<file path="config.mk">
export PLATFORM = sky130hd
export DESIGN_NAME = ultrasonic_echo_scanner_unit
export DESIGN_NICKNAME = d
export VERILOG_FILES = /design/src/rtl/ues_pkg.sv /design/src/rtl/ues_ranger.sv /design/src/rtl/ultrasonic_echo_scanner_unit.sv
export SDC_FILE = /design/constraint.sdc
export NUM_CORES = 1
export LEC_CHECK = 0
export ABC_CLOCK_PERIOD_IN_PS = 11400
export CORE_MARGIN = 2
export CORE_UTILIZATION = 45
export DETAILED_ROUTE_END_ITERATION = 6
export DONT_BUFFER_PORTS = 1
export SETUP_SLACK_MARGIN = 0.05
export SYNTH_ARGS = -nofsm -noshare
export SYNTH_HDL_FRONTEND = slang
export SYNTH_SLANG_ARGS = --single-unit
</file>
<file path="constraint.sdc">
create_clock -name clk -period 11.4 [get_ports clk]
set_clock_uncertainty 0.2 [all_clocks]
set_input_delay 0.57 -clock clk [delete_from_list [all_inputs] [get_ports clk]]
set_output_delay 0.57 -clock clk [all_outputs]
set_load 0.05 [all_outputs]
</file>
<file path="src/rtl/ues_pkg.sv">
// Package with the item types, codes and the pulse-width-to-centimeter conversion.
`timescale 1ns / 1ps

package ues_pkg;

    localparam int NUM_SENSORS = 4;
    localparam int SLOT_W      = $clog2(NUM_SENSORS);
    localparam int STAMP_W     = 16;
    localparam int DIST_W      = 11;

    // Divide by 58 as a multiply by ceil(2^22 / 58) and a shift; exact for 16-bit widths.
    localparam int          CM_SHIFT = 22;
    localparam int          PROD_W   = 33;
    localparam logic [16:0] CM_RECIP = 17'd72316;

    localparam logic ACTION_EDGE = 1'b0;
    localparam logic ACTION_SCAN = 1'b1;

    typedef struct packed {
        logic               action;
        logic [STAMP_W-1:0] capture_time;
    } item_t;

    typedef struct packed {
        logic              trigger_valid;
        logic [SLOT_W-1:0] trigger_sensor;
        logic [DIST_W-1:0] distance_0;
        logic [DIST_W-1:0] distance_1;
        logic [DIST_W-1:0] distance_2;
        logic [DIST_W-1:0] distance_3;
    } result_t;

    function automatic logic [DIST_W-1:0] cm_from_width(input logic [STAMP_W-1:0] width);
        logic [PROD_W-1:0] prod;
        prod = PROD_W'(width) * PROD_W'(CM_RECIP);
        return prod[CM_SHIFT +: DIST_W];
    endfunction

endpackage

</file>
<file path="src/rtl/ues_ranger.sv">
// Echo capture state, slot sequencing and the published/pending distance tables.
`timescale 1ns / 1ps

module ues_ranger (
    input  logic            clk,
    input  logic            rst_n,
    input  logic            step,
    input  ues_pkg::item_t  item,
    output ues_pkg::result_t result
);

    typedef enum logic [1:0] {
        PHASE_START = 2'd0,
        PHASE_END   = 2'd1,
        PHASE_DONE  = 2'd2
    } phase_t;

    phase_t                              phase_reg, phase_next;
    logic [ues_pkg::STAMP_W-1:0]         start_reg, start_next;
    logic [ues_pkg::STAMP_W-1:0]         end_reg, end_next;
    logic [ues_pkg::SLOT_W-1:0]          slot_reg, slot_next;
    logic                                first_done_reg, first_done_next;
    logic [ues_pkg::DIST_W-1:0]          pub_reg  [ues_pkg::NUM_SENSORS];
    logic [ues_pkg::DIST_W-1:0]          pub_next [ues_pkg::NUM_SENSORS];
    logic [ues_pkg::DIST_W-1:0]          pend_reg  [ues_pkg::NUM_SENSORS];
    logic [ues_pkg::DIST_W-1:0]          pend_next [ues_pkg::NUM_SENSORS];
    logic [ues_pkg::STAMP_W-1:0]         width;
    logic [ues_pkg::DIST_W-1:0]          dist_cm;
    logic                                last_slot;

    // The subtraction wraps modulo 2^16, which the conversion relies on.
    assign width     = end_reg - start_reg;
    assign dist_cm   = ues_pkg::cm_from_width(width);
    assign last_slot = (slot_reg == ues_pkg::SLOT_W'(ues_pkg::NUM_SENSORS - 1));

    always_comb
    begin
        phase_next      = phase_reg;
        start_next      = start_reg;
        end_next        = end_reg;
        slot_next       = slot_reg;
        first_done_next = first_done_reg;
        pub_next        = pub_reg;
        pend_next       = pend_reg;
        if (step)
        begin
            if (item.action == ues_pkg::ACTION_EDGE)
            begin
                unique case (phase_reg)
                    PHASE_START:
                    begin
                        start_next = item.capture_time;
                        phase_next = PHASE_END;
                    end
                    PHASE_END:
                    begin
                        end_next   = item.capture_time;
                        phase_next = PHASE_DONE;
                    end
                    default:
                    begin
                        phase_next = phase_reg;
                    end
                endcase
            end
            else
            begin
                if (!first_done_reg)
                begin
                    pub_next[slot_reg] = dist_cm;
                    if (last_slot)
                    begin
                        first_done_next = 1'b1;
                    end
                end
                else
                begin
                    pend_next[slot_reg] = dist_cm;
                    // The whole pending table, with the fresh last entry, goes out at once.
                    if (last_slot)
                    begin
                        pub_next = pend_next;
                    end
                end
                slot_next  = slot_reg + 1'b1;
                phase_next = PHASE_START;
            end
        end
    end

    always_comb
    begin
        result.trigger_valid  = (item.action == ues_pkg::ACTION_SCAN);
        result.trigger_sensor = (item.action == ues_pkg::ACTION_SCAN) ? slot_reg : '0;
        result.distance_0     = pub_next[0];
        result.distance_1     = pub_next[1];
        result.distance_2     = pub_next[2];
        result.distance_3     = pub_next[3];
    end

    always_ff @(posedge clk or negedge rst_n)
    begin
        if (!rst_n)
        begin
            phase_reg      <= PHASE_START;
            start_reg      <= '0;
            end_reg        <= '0;
            slot_reg       <= '0;
            first_done_reg <= 1'b0;
            for (int i = 0; i < ues_pkg::NUM_SENSORS; i++)
            begin
                pub_reg[i]  <= '0;
                pend_reg[i] <= '0;
            end
        end
        else
        begin
            phase_reg      <= phase_next;
            start_reg      <= start_next;
            end_reg        <= end_next;
            slot_reg       <= slot_next;
            first_done_reg <= first_done_next;
            pub_reg        <= pub_next;
            pend_reg       <= pend_next;
        end
    end

    a_scan_rearms: assert property (@(posedge clk) disable iff (!rst_n)
        step && item.action == ues_pkg::ACTION_SCAN |=> phase_reg == PHASE_START)
        else $error("edge capture not re-armed after a scan step");

    a_slot_advances: assert property (@(posedge clk) disable iff (!rst_n)
        step && item.action == ues_pkg::ACTION_SCAN
        |=> slot_reg == $past(slot_reg) + 1'b1)
        else $error("scan slot did not advance by one");

    a_first_scan_sticks: assert property (@(posedge clk) disable iff (!rst_n)
        !$fell(first_done_reg))
        else $error("first-scan flag cleared outside reset");

    a_edges_hold_slot: assert property (@(posedge clk) disable iff (!rst_n)
        step && item.action == ues_pkg::ACTION_EDGE |=> $stable(slot_reg))
        else $error("edge item moved the scan slot");

endmodule

</file>
<file path="src/rtl/ultrasonic_echo_scanner_unit.sv">
// An input register and a result register separate the sides of the unit.
// Throughput: one item per cycle unless result_ready holds a result, which stalls the input.
// The /58 conversion is one 16x17 multiply in the single stage between the two registers.
// Reset (rst_n, asynchronous, active low) empties both registers, re-arms edge capture,
// returns to slot 0 and clears both distance tables.
`timescale 1ns / 1ps

module ultrasonic_echo_scanner_unit (
    input  logic             clk,
    input  logic             rst_n,
    input  logic             item_valid,
    output logic             item_ready,
    input  ues_pkg::item_t   item,
    output logic             result_valid,
    input  logic             result_ready,
    output ues_pkg::result_t result
);

    logic             in_valid_reg, in_valid_next;
    ues_pkg::item_t   item_reg;
    logic             out_valid_reg, out_valid_next;
    ues_pkg::result_t result_reg;
    ues_pkg::result_t step_result;
    logic             advance;

    assign advance    = in_valid_reg && (!out_valid_reg || result_ready);
    assign item_ready = !in_valid_reg || advance;

    always_comb
    begin
        in_valid_next = in_valid_reg;
        if (item_valid && item_ready)
        begin
            in_valid_next = 1'b1;
        end
        else if (advance)
        begin
            in_valid_next = 1'b0;
        end

        out_valid_next = out_valid_reg;
        if (advance)
        begin
            out_valid_next = 1'b1;
        end
        else if (result_ready)
        begin
            out_valid_next = 1'b0;
        end
    end

    ues_ranger u_ranger (
        .clk    (clk),
        .rst_n  (rst_n),
        .step   (advance),
        .item   (item_reg),
        .result (step_result)
    );

    always_ff @(posedge clk or negedge rst_n)
    begin
        if (!rst_n)
        begin
            in_valid_reg  <= 1'b0;
            out_valid_reg <= 1'b0;
        end
        else
        begin
            in_valid_reg  <= in_valid_next;
            out_valid_reg <= out_valid_next;
        end
    end

    always_ff @(posedge clk)
    begin
        if (item_valid && item_ready)
        begin
            item_reg <= item;
        end
        if (advance)
        begin
            result_reg <= step_result;
        end
    end

    assign result_valid = out_valid_reg;
    assign result       = result_reg;

    a_ready_means_room: assert property (@(posedge clk) disable iff (!rst_n)
        !item_ready |-> in_valid_reg && out_valid_reg && !result_ready)
        else $error("input stalled with room downstream");

endmodule

</file>
---- After elaboration in Yosys (flattened, before gate mapping) ----
Index checks and enable logic that the tools add are counted.
operators by class
  muxes and demuxes ....................... 16
  eq/ne operators ......................... 2
  magnitude comparators ................... 2
  multipliers ............................. 1
  add/subtract/negate cells ............... 2
  reduce and logical (&&, ||, !) cells .... 16
  bitwise logic cells ..................... 2
operators with widths
  cell                                                  number
  two-way mux 44 bit                                    4
  bitwise mux 44 bit                                    2
  multiplier 16 x 15 -> 31 bit (second input constant)  1
  demux 11 bit (select 2 bit)                           1
  subtractor 16 bit                                     1
  two-way mux 11 bit                                    1
  AND reduction 3 bit                                   3
  two-way mux 1 bit                                     6
  one-hot mux 2 bit (2 select lines)                    1
  AND reduction 2 bit                                   2
  nonzero test 2 bit                                    2
  >= comparator 3 bit (second input constant)           1
  logical AND 1 bit                                     3
  < comparator 3 x 1 -> 1 bit (second input constant)   1
  NOT 2 -> 3 bit                                        1
  nonzero test 3 bit                                    1
  adder 2 x 1 -> 2 bit (second input constant)          1
  equality test 2 x 1 -> 1 bit (second input constant)  1
  equality test 2 bit (second input constant)           1
  zero test 1 bit                                       2
  zero test 2 bit                                       1
  logical OR 1 bit                                      2
  two-way mux 2 bit                                     1
  NOT 1 bit                                             1
word-level totals
  flip-flop bits (word level) ............. 191
  output and inout bits ................... 49
  input port bits ......................... 21
  logic and storage cells ................. 64

---- Depth between registers and ports, before layout ----
Gate-level depths: netlist of run 1.
  depth after elaboration ................. 10
  mapped depth ............................ 33
  depth with buffers taken out ............ 33

---- Cells and area by module ----
From an unflattened synthesis of run 1, not the netlist that was laid out.
unflattened totals
  cell total of the unflattened synthesis .. 1,123
  area total of the unflattened synthesis .. 12,096.6 µm²
modules (own cells, without submodules)
  module                        area each (µm²)  sequential area each (µm²)  times used  cells each
  ues_ranger                    10,070.9         2,852.7                     1           1,051
  ultrasonic_echo_scanner_unit  2,025.7          1,971.9                     1           72

---- Worst setup path before layout of run 1 ----
No wires, ideal clock.
  path type ............................... register to register
  start ................................... register u_ranger.end_reg[0] (netlist name)
  end ..................................... register result_reg (netlist bit result[28]) (data pin)
  path slack .............................. 2.857 ns
  arrival time ............................ 8.077 ns
  library setup time ...................... 0.265 ns
  stages on the path, launching flop included .. 34
  clock period less this slack ............ 8.543 ns
  cell sequence ........................... dfrtp_1 -> inv_1 -> ha_1 -> inv_1 -> fa_1 -> a21o_1 -> a21oi_1 -> o21ai_0 -> o21a_1 -> a41o_1 -> o41ai_2 -> o21bai_1 -> a21oi_1 -> xnor2_1 -> fa_1 -> inv_1 -> fa_1 -> inv_1 -> fa_1 -> fa_1 -> fa_1 -> inv_1 -> fa_1 -> inv_1 -> ha_1 -> and3_1 -> a221oi_2 -> nor3b_1 -> o31a_1 -> or3_4 -> o21ai_4 -> a21boi_2 -> and2_4 -> a221o_1
RTL lines
  element                   RTL line                            text
  start: declaration        ues_ranger.sv:20                    logic [ues_pkg::STAMP_W-1:0] end_reg, end_next;
  start signal: assignment  ues_ranger.sv:120                   end_reg <= end_next;
  end signal: assignment    ultrasonic_echo_scanner_unit.sv:82  result_reg <= step_result;
  end: declaration          ultrasonic_echo_scanner_unit.sv:22  ues_pkg::result_t result_reg;

==> metrics, run 1 <==
H-Tree Depth=4; r2r setup slk=2230 ps; Yosys reg bits=180; worst setup margin=2230 ps; Longest Clk Path Bufs=2; CP Launch Type=register; crit path max fanout=5; core footprint=26100 um2; routed wire length on met3=1.07 mm; Synth top area share=about a quarter; worst setup path class=reg2reg; Antenna Cells=0; R2R Path Start=u_ranger.end_reg[0]; RePlAce Congestion=0.902; chip width=167 um; WL met1=11.9 mm; Final min period=9170 ps; unrepaired setup endpoints after global routing=false; via/cell ratio=5.32; Synth Net Count=1329; Die H=167 um; Post-synth ARST share=64.4%; number of max-cap violations=0; final worst path period share=between 80% and 90%; Hold Path End=item_reg[7]; Post-Route WL=24.9 mm; most common library cells after synthesis=168 x inv_1, 132 x ha_1, 116 x dfrtp_1, 81 x fa_1, 71 x nand2_1; gr ovfl total=0; Fillers=2385; GR Util All Layers=18.9%; number of global-route vias before repair=just under 8000; router iterations before antenna repair=7; cells resized by post-CTS repair=0; synth top area cells=dfrtp_1 24%, edfxtp_1 16%, ha_1 14%; Yosys top cell by area=dfrtp_1; wire per inst=~17 um; Root Buffer=clkbuf_16; RR Endpoint=result[41]; Syn-to-layout area delta=9.02%; Reg2Reg Depth=32; Post-CTS Setup Bufs=0; Setup WS pre-CTS=2190 ps; Post-Route Setup TNS=0 ps; Max Fclk=0.109 GHz; CP peak stage delay=570 ps; largest net degree at the start of global routing=between 100 and 150; clock buffer count from CTS=17; Port Buffers=0; DRC viols=2; worst hold-check path type=in2reg; row count=59; failing checks=DRC; Critical Path AT=9240 ps; most common flop cell mapped by yosys=dfrtp_1; final hold vios=0; vias=between 7000 and 8000; CP delay by family, top=adder cells; final setup vio count=0; CTS tree=built; post-DP HPWL=roughly 18 mm; outcome=complete, but fails checks; post-route cell area=13100 um2; Placed Area=12400 um2; max FFs per register=47; fraction of layout instances using a drive strength above 1=8.14%; first-pass GRT wire length=41.6 mm; crit end category=register; crit-path most repeated cell=fa_1; Post-Syn Instances=1095; clock slew at reported path FFs=80 ps; highest metal used=met4; share of the yosys chip area belonging to registers=40.1%; Ports=70; initial core utilization=a little under half; syn avg cell area=11.0 um2; Critical path buffers and inverters=5; Worst Tran Pin Value=1020 ps; hold depth=0; DR WL met2=11.7 mm; most common cell in the netlist=inv_1; Hold Crit Start=item[7]; antenna violations before repair=0; post-route ant nets=0; Post-synth EDFFs=64; Netlist Area Pre-Place=12000 um2; Slew Limit Fails=0; clock latency on the worst-skew pair=~440 ps; # nets final=1327; critical path required time=roughly 11000 ps; Slew headroom=31.6%; post-synth cell types=between 50 and 60; Final Util=50.2%; worst setup path startpoint=u_ranger.end_reg[0]; Critical Path Slowest Stage Cell=fa_1; initial drt markers=435; CTS Sinks=180; Die Area=28000 um2; Yosys warnings=0
-- how the worst max path moves through the flow --
| stage | cells past startpoint | end |
|---|---|---|
| 2_1_floorplan | 33 | result[28] |
| 3_3_place_gp | 33 | result[20] |
| 3_5_place_dp | 33 | result[31] |
| 4_1_cts | 33 | result[41] |
| 5_1_grt | 33 | result[41] |
| 6_report | 32 | result[41] |
-- placed cells by master, fill, tap and decap left out, types with 2 or more instances in the layout --
| cell | netlist | routed |
|---|---|---|
| a211o_1 | 2 | 2 |
| a211oi_1 | 10 | 10 |
| a21o_1 | 11 | 11 |
| a21oi_1 | 50 | 50 |
| a221o_1 | 18 | 18 |
| a2bb2oi_1 | 3 | 3 |
| a31oi_1 | 10 | 10 |
| a41o_1 | 2 | 2 |
| and2_1 | 8 | 8 |
| and3_1 | 8 | 8 |
| buf_4 | 0 | 7 |
| clkbuf_16 | 0 | 17 |
| clkinv_8 | 0 | 7 |
| dfrtp_1 | 116 | 116 |
| dlygate4sd3_1 | 0 | 7 |
| edfxtp_1 | 64 | 64 |
| fa_1 | 81 | 81 |
| ha_1 | 132 | 132 |
| inv_1 | 168 | 167 |
| inv_12 | 0 | 3 |
| inv_6 | 0 | 2 |
| mux2_2 | 34 | 34 |
| mux2i_1 | 5 | 5 |
| nand2_1 | 71 | 71 |
| nand2b_1 | 8 | 8 |
| nand3_1 | 7 | 7 |
| nor2_1 | 51 | 51 |
| nor2b_1 | 27 | 27 |
| nor3_1 | 14 | 14 |
| o211ai_1 | 7 | 7 |
| o21a_1 | 7 | 7 |
| o21ai_0 | 62 | 62 |
| o21ai_1 | 4 | 4 |
| o21bai_1 | 4 | 4 |
| o22a_1 | 9 | 9 |
| o22ai_1 | 9 | 9 |
| o31a_1 | 2 | 2 |
| or2_2 | 3 | 3 |
| xnor2_1 | 31 | 31 |
| xor2_1 | 4 | 4 |
-- per-layer routing --
| metal | GRT usage (%) | vias to the layer above |
|---|---|---|
| li1 | - | 3714 |
| met1 | 26.1 | 3813 |
| met2 | 30.9 | 127 |
| met3 | 3.57 | 17 |
| met4 | 4.50 | 0 |
| met5 | 0 | - |
-- cell type report --
cell class	count	area, um2	area share (%)
Inverter	168	631	4.81
Tap cell	335	419	3.20
Multi-Input combinational cell	711	6440	49.1
Clock inverter	15	219	1.67
Sequential cell	180	4820	36.8
Clock buffer	17	425	3.24
Timing Repair Buffer	15	150	1.15
-- worst reg2reg max path, delay by kind of cell, from the launching register on --
kind,cells,cell delay [ps]
adder cells (fa/ha/maj),9,3930
AND/OR/NAND/NOR,3,490
flip-flops,1,380
XOR/XNOR,1,270
buffers and inverters,5,270
AO/OA/AOI/OAI,14,3470
-- through the flow --
step           instances  hold slack, ps
2_1_floorplan       1095            74.4
3_3_place_gp        1401            80.3
3_5_place_dp        1401            80.9
4_1_cts             1440            1.45
5_1_grt             1441            1.07
6_report            1441            26.0
-- cells by family after synthesis --
family | synth area share (%)
AO/OA/AOI/OAI | 12.0
XOR/XNOR | 2.78
adder cells (fa/ha/maj) | 27.2
buffers and inverters | 6.37
flip-flops | 40.1
multiplexers | 3.60
AND/OR/NAND/NOR | 7.96
-- repair_timing --
action                     CTS  global route
setup endpoints to repair    0             0
hold endpoints to repair   121             1
hold buffers                 7             1
Power of run 1 is not shown: default switching activity piles up to over one toggle a cycle in this logic, so the estimate is an artifact.
==> inputs of run 2 (changes only) <==
--- a/config.mk
+++ b/config.mk
@@ -5,7 +5,7 @@
 export SDC_FILE = /design/constraint.sdc
 export NUM_CORES = 1
 export LEC_CHECK = 0
-export ABC_CLOCK_PERIOD_IN_PS = 11400
+export ABC_CLOCK_PERIOD_IN_PS = 9200
 export CORE_MARGIN = 2
 export CORE_UTILIZATION = 45
 export DETAILED_ROUTE_END_ITERATION = 6
==> constraint.sdc (replaced) <==
create_clock -name clk -period 9.2 [get_ports clk]
set_clock_uncertainty 0.2 [all_clocks]
set_input_delay 0.46 -clock clk [delete_from_list [all_inputs] [get_ports clk]]
set_output_delay 0.46 -clock clk [all_outputs]
set_load 0.05 [all_outputs]
==> run 2 against run 1 <==
The run still ends with DRC left. Critical path depth unchanged. Hold slack improved by 18 ps. First-iteration DRC count increased by 26%. Die area unchanged. Non-clock buffer count increased by 22.
==> metrics, run 2 (synthesis results as in run 1) <==
outcome=complete, but fails checks (unchanged); failing checks=DRC (unchanged); Ports=70 (unchanged); Worst Tran Pin Value=926 ps (was 1020 ps); Port Buffers=0 (unchanged); gr ovfl total=0 (unchanged); max FFs per register=47 (unchanged); Slew headroom=38.1% (was 31.6%); Post-Route WL=24.9 mm (about the same); wire per inst=17.0 um (was 17.3 um); final hold vios=0 (unchanged); Syn-to-layout area delta=11.2% (was 9.02%); first-pass GRT wire length=42.0 mm (was 41.6 mm); row count=59 (unchanged); Critical Path Slowest Stage Cell=fa_1 (unchanged); worst hold-check path type=in2reg (unchanged); number of max-cap violations=0 (unchanged); Fillers=2366 (was 2385); Die H=167 um (unchanged); most common cell after layout, fill and taps aside=inv_1 (unchanged); CTS tree=built (unchanged); crit path max fanout=5 (unchanged); Final min period=8710 ps (was 9170 ps); critical path required time=9180 ps (was 11470 ps); vias=7745 (was 7671); CP Launch Type=register (unchanged); largest net degree at the start of global routing=117 (unchanged); DRC viols=2 (unchanged); clock buffer count from CTS=17 (unchanged); clock latency on the worst-skew pair=430 ps (was 440 ps); Antenna Cells=0 (unchanged); Max Fclk=0.115 GHz (was 0.109 GHz); Critical Path AT=8690 ps (was 9240 ps); chip width=167 um (unchanged); via/cell ratio=5.29 (was 5.32); final worst path period share=94.7% (was 80.4%); initial core utilization=46.0% (unchanged); Root Buffer=clkbuf_16 (unchanged); Die Area=28000 um2 (unchanged); commonest non-fill, non-tap cells in the layout=167 x inv_1, 132 x ha_1, 116 x dfrtp_1 (unchanged); antenna violations before repair=0 (unchanged); unrepaired setup endpoints after global routing=false (unchanged); Post-Route Setup TNS=0 ps (unchanged); RePlAce Congestion=0.903 (was 0.902); worst setup margin=490 ps (was 2230 ps); number of global-route vias before repair=8047 (was 7911); CTS Sinks=180 (unchanged); H-Tree Depth=4 (unchanged); core footprint=26100 um2 (unchanged); Setup WS pre-CTS=215 ps (was 2190 ps); initial drt markers=548 (was 435); router iterations before antenna repair=7 (unchanged); crit-path most repeated cell=fa_1 (unchanged); Slew Limit Fails=0 (unchanged); clock slew at reported path FFs=80 ps (about the same); worst setup path class=reg2reg (unchanged); GR Util All Layers=18.9% (about the same); post-DP HPWL=17.9 mm (was 18.1 mm); post-route ant nets=0 (unchanged); final setup vio count=0 (unchanged); Longest Clk Path Bufs=2 (unchanged); fraction of layout instances using a drive strength above 1=9.84% (was 8.14%); # nets final=1349 (was 1327); CP peak stage delay=550 ps (was 570 ps); crit end category=register (unchanged)
-- run 2: final cells by class --
| type | instances | area (um2) | area share [%] |
|---|---|---|---|
| Clock buffer | 18 | 429 | 3.21 |
| Clock inverter | 14 | 205 | 1.54 |
| Inverter | 168 | 631 | 4.72 |
| Multi-Input combinational cell | 711 | 6510 | 48.7 |
| Sequential cell | 180 | 4820 | 36.1 |
| Tap cell | 335 | 419 | 3.14 |
| Timing Repair Buffer | 37 | 345 | 2.58 |
-- run 2: worst max-delay path, delay by kind of cell (launching register included) --
kind	cells	cell delay (ps)
AO/OA/AOI/OAI	14	2860
XOR/XNOR	1	200
adder cells (fa/ha/maj)	9	3910
buffers and inverters	5	250
flip-flops	1	380
AND/OR/NAND/NOR	3	670
-- run 2: repair_timing --
item | in CTS | in global routing
setup endpoints to repair | 0 | 90
hold buffers | 20 | 0
resized for setup | 0 | 16
setup buffers | 0 | 2
endpoints found under the hold margin | 134 | 0
-- run 2: final timing paths --
check,startpoint,to,slack [ps],cells after the start
max reg2reg,u_ranger.end_reg[0],result[17],490,32
max,u_ranger.end_reg[0],result[17],490,32
max in group asynchronous,rst_n,u_ranger.pub_reg[0],7860,2
min,result_ready,result_valid,40,2
min in group asynchronous,rst_n,u_ranger.start_reg[5],420,2
min reg2reg,item_reg[5],u_ranger.start_reg[5],280,2
-- run 2: through the flow --
stage | util, % | cell area, um2 | std cells | hold WS, ps
2_1_floorplan | - | 12000 | 1095 | -35.6
3_3_place_gp | 47.6 | 12400 | 1409 | -29.6
3_5_place_dp | 47.6 | 12400 | 1409 | -30.1
4_1_cts | 50.8 | 13300 | 1461 | 29.7
5_1_grt | 51.2 | 13400 | 1463 | 65.7
6_report | 51.2 | 13400 | 1463 | 44.4
-- run 2: layer usage --
layer,vias up,routed length (um),GRT usage [%]
li1,3764,-,-
met5,-,0,0
met4,0,317,4.61
met3,24,995,3.26
met2,143,11400,30.1
met1,3814,12200,27.2
Power of run 2 is left out for the same reason.
==> inputs of run 3 (changes only) <==
--- a/config.mk
+++ b/config.mk
@@ -10,7 +10,9 @@
 export CORE_UTILIZATION = 45
 export DETAILED_ROUTE_END_ITERATION = 6
 export DONT_BUFFER_PORTS = 1
+export RECOVER_POWER = 100
 export SETUP_SLACK_MARGIN = 0.05
 export SYNTH_ARGS = -nofsm -noshare
 export SYNTH_HDL_FRONTEND = slang
+export SYNTH_HIERARCHICAL = 1
 export SYNTH_SLANG_ARGS = --single-unit
==> run 3 against run 2 <==
The run ends with capacitance limit, slew limit left. First-iteration DRC count decreased by 14%. Register-to-register slack improved by 160 ps. Highest routed layer unchanged. Hold slack got worse by 25 ps. Utilization fell by 1.5 points. Count of clock-buffer cells in the layout fell by 1. Via count up 0.18%.
==> metrics, run 3 <==
outcome=complete, but fails checks (unchanged); failing checks=capacitance limit, slew limit (was DRC); router iterations before antenna repair=5 (was 7); most common library cells after synthesis=168 x inv_1, 132 x ha_1, 116 x dfrtp_1, 90 x nand2_1, 81 x fa_1 (was 168 x inv_1, 132 x ha_1, 116 x dfrtp_1, 81 x fa_1, 71 x nand2_1); CP peak stage delay=580 ps (was 550 ps); largest net degree at the start of global routing=117 (unchanged); most common cell in the netlist=inv_1 (unchanged); Final min period=8550 ps (was 8710 ps); CTS Sinks=180 (unchanged); clock latency on the worst-skew pair=430 ps (about the same); Ports=70 (unchanged); Synth Net Count=1357 (was 1329); CTS hold repair buffers=20 (unchanged); vias=7759 (was 7745); synth top area cells=dfrtp_1 24%, edfxtp_1 16%, ha_1 14% (unchanged); clock slew at reported path FFs=80 ps (about the same); RePlAce Congestion=0.840 (was 0.903); GR Util All Layers=18.9% (about the same); Port Buffers=0 (unchanged); post-DP HPWL=18.6 mm (was 17.9 mm); wire per inst=17.0 um (about the same); chip width=168 um (was 167 um); cells resized by post-CTS repair=0 (unchanged); Critical path buffers and inverters=6 (was 5); Critical Path AT=8590 ps (was 8690 ps); crit-path most repeated cell=fa_1 (unchanged); initial core utilization=45.4% (was 46.0%); core footprint=26700 um2 (was 26100 um2); most common flop cell mapped by yosys=dfrtp_1 (unchanged); antenna violations before repair=0 (unchanged); Slew Limit Fails=190 (was 0); critical path required time=9240 ps (was 9180 ps); number of max-cap violations=3 (was 0); commonest non-fill, non-tap cells in the layout=168 x inv_1, 132 x ha_1, 116 x dfrtp_1 (was 167 x inv_1, 132 x ha_1, 116 x dfrtp_1); max FFs per register=47 (unchanged); Post-synth EDFFs=64 (unchanged); Critical Path Slowest Stage Cell=a2111oi_2 (was fa_1); Post-Route Setup TNS=0 ps (unchanged); final setup vio count=0 (unchanged); number of global-route vias before repair=7819 (was 8047); worst setup path class=reg2reg (unchanged); # nets final=1365 (was 1349); gr ovfl total=0 (unchanged); CTS tree=built (unchanged); first-pass GRT wire length=41.9 mm (was 42.0 mm); most common cell after layout, fill and taps aside=inv_1 (unchanged); final worst path period share=92.9% (was 94.7%); Syn-to-layout area delta=9.38% (was 11.2%); Post-Syn Instances=1123 (was 1095); Layout Cells excl Fill=1485 (was 1463); Antenna Cells=0 (unchanged); final hold vios=0 (unchanged); worst hold-check path type=in2reg (unchanged); Worst Tran Pin Value=6290 ps (was 926 ps); Post-CTS Setup Bufs=0 (unchanged); DRC viols=0 (was 2); Longest Clk Path Bufs=2 (unchanged); share of the yosys chip area belonging to registers=39.9% (was 40.1%); Yosys reg bits=180 (unchanged); via/cell ratio=5.22 (was 5.29); CP delay by family, top=adder cells (unchanged); crit path max fanout=6 (was 5); CP Launch Type=register (unchanged); post-route ant nets=0 (unchanged); H-Tree Depth=4 (unchanged); Slew headroom=-319% (was 38.1%); Post-synth ARST share=64.4% (unchanged); Yosys top cell by area=dfrtp_1 (unchanged); unrepaired setup endpoints after global routing=false (unchanged); Fillers=2371 (was 2366); Synth top area share=24.0% (was 24.1%); Max Fclk=0.117 GHz (was 0.115 GHz); Root Buffer=clkbuf_16 (unchanged); post-synth cell types=65 (was 52); Post-Route WL=25.3 mm (was 24.9 mm); syn avg cell area=10.8 um2 (was 11.0 um2); clock buffer count from CTS=17 (unchanged); Die Area=28200 um2 (was 28000 um2); fraction of layout instances using a drive strength above 1=6.47% (was 9.84%); initial drt markers=470 (was 548); row count=60 (was 59); crit end category=register (unchanged); Yosys warnings=6 (was 0); Netlist Area Pre-Place=12100 um2 (was 12000 um2); Die H=168 um (was 167 um); Post-Place Cells=1433 (was 1409)
==> run 3: layout make-up <==
class | instances | area, um2 | area share [%]
Clock buffer | 17 | 425 | 3.22
Clock inverter | 15 | 219 | 1.65
Inverter | 169 | 634 | 4.79
Multi-Input combinational cell | 732 | 6440 | 48.6
Sequential cell | 180 | 4820 | 36.5
Tap cell | 341 | 427 | 3.22
Timing Repair Buffer | 31 | 265 | 2.00
==> run 3: stage by stage <==
stage	utilization [%]	hold WS, ps	setup WS [ps]	instance area (um2)
floorplan	-	-35.6	1290	12100
global placement	46.8	-25.9	874	12500
detailed placement	46.8	-25.4	721	12500
CTS	50.0	4.27	690	13300
global route	49.6	22.1	36.0	13200
finish	49.6	19.7	652	13200
==> run 3: path summary, 6_finish.rpt <==
| kind | startpoint | end | slack [ps] | cells after the start |
|---|---|---|---|---|
| max | u_ranger/end_reg[0] | result[32] | 650 | 31 |
| min | result_ready | result_valid | 20 | 2 |
| max reg2reg | u_ranger/end_reg[0] | result[32] | 650 | 31 |
| min reg2reg | item_reg[3] | u_ranger/start_reg[3] | 280 | 2 |
| max in group asynchronous | rst_n | u_ranger/start_reg[8] | 2500 | 2 |
| min in group asynchronous | rst_n | u_ranger/pub_reg[16] | 2770 | 2 |
==> run 3: cell families after synthesis <==
| logic type | after synthesis | share of synthesized area, % |
|---|---|---|
| AO/OA/AOI/OAI | 237 | 12.9 |
| XOR/XNOR | 38 | 2.88 |
| adder cells (fa/ha/maj) | 213 | 27.1 |
| buffers and inverters | 211 | 6.58 |
| flip-flops | 180 | 39.9 |
| multiplexers | 17 | 1.58 |
| AND/OR/NAND/NOR | 227 | 9.13 |
==> run 3: layer usage <==
| metal | wire length (um) | GRT usage, % | vias to the layer above |
|---|---|---|---|
| li1 | - | - | 3826 |
| met1 | 12000 | 26.5 | 3754 |
| met2 | 12000 | 30.9 | 162 |
| met3 | 1060 | 2.96 | 17 |
| met4 | 235 | 4.46 | 0 |
| met5 | 0 | 0 | - |
Power of run 3 is left out for the same reason.
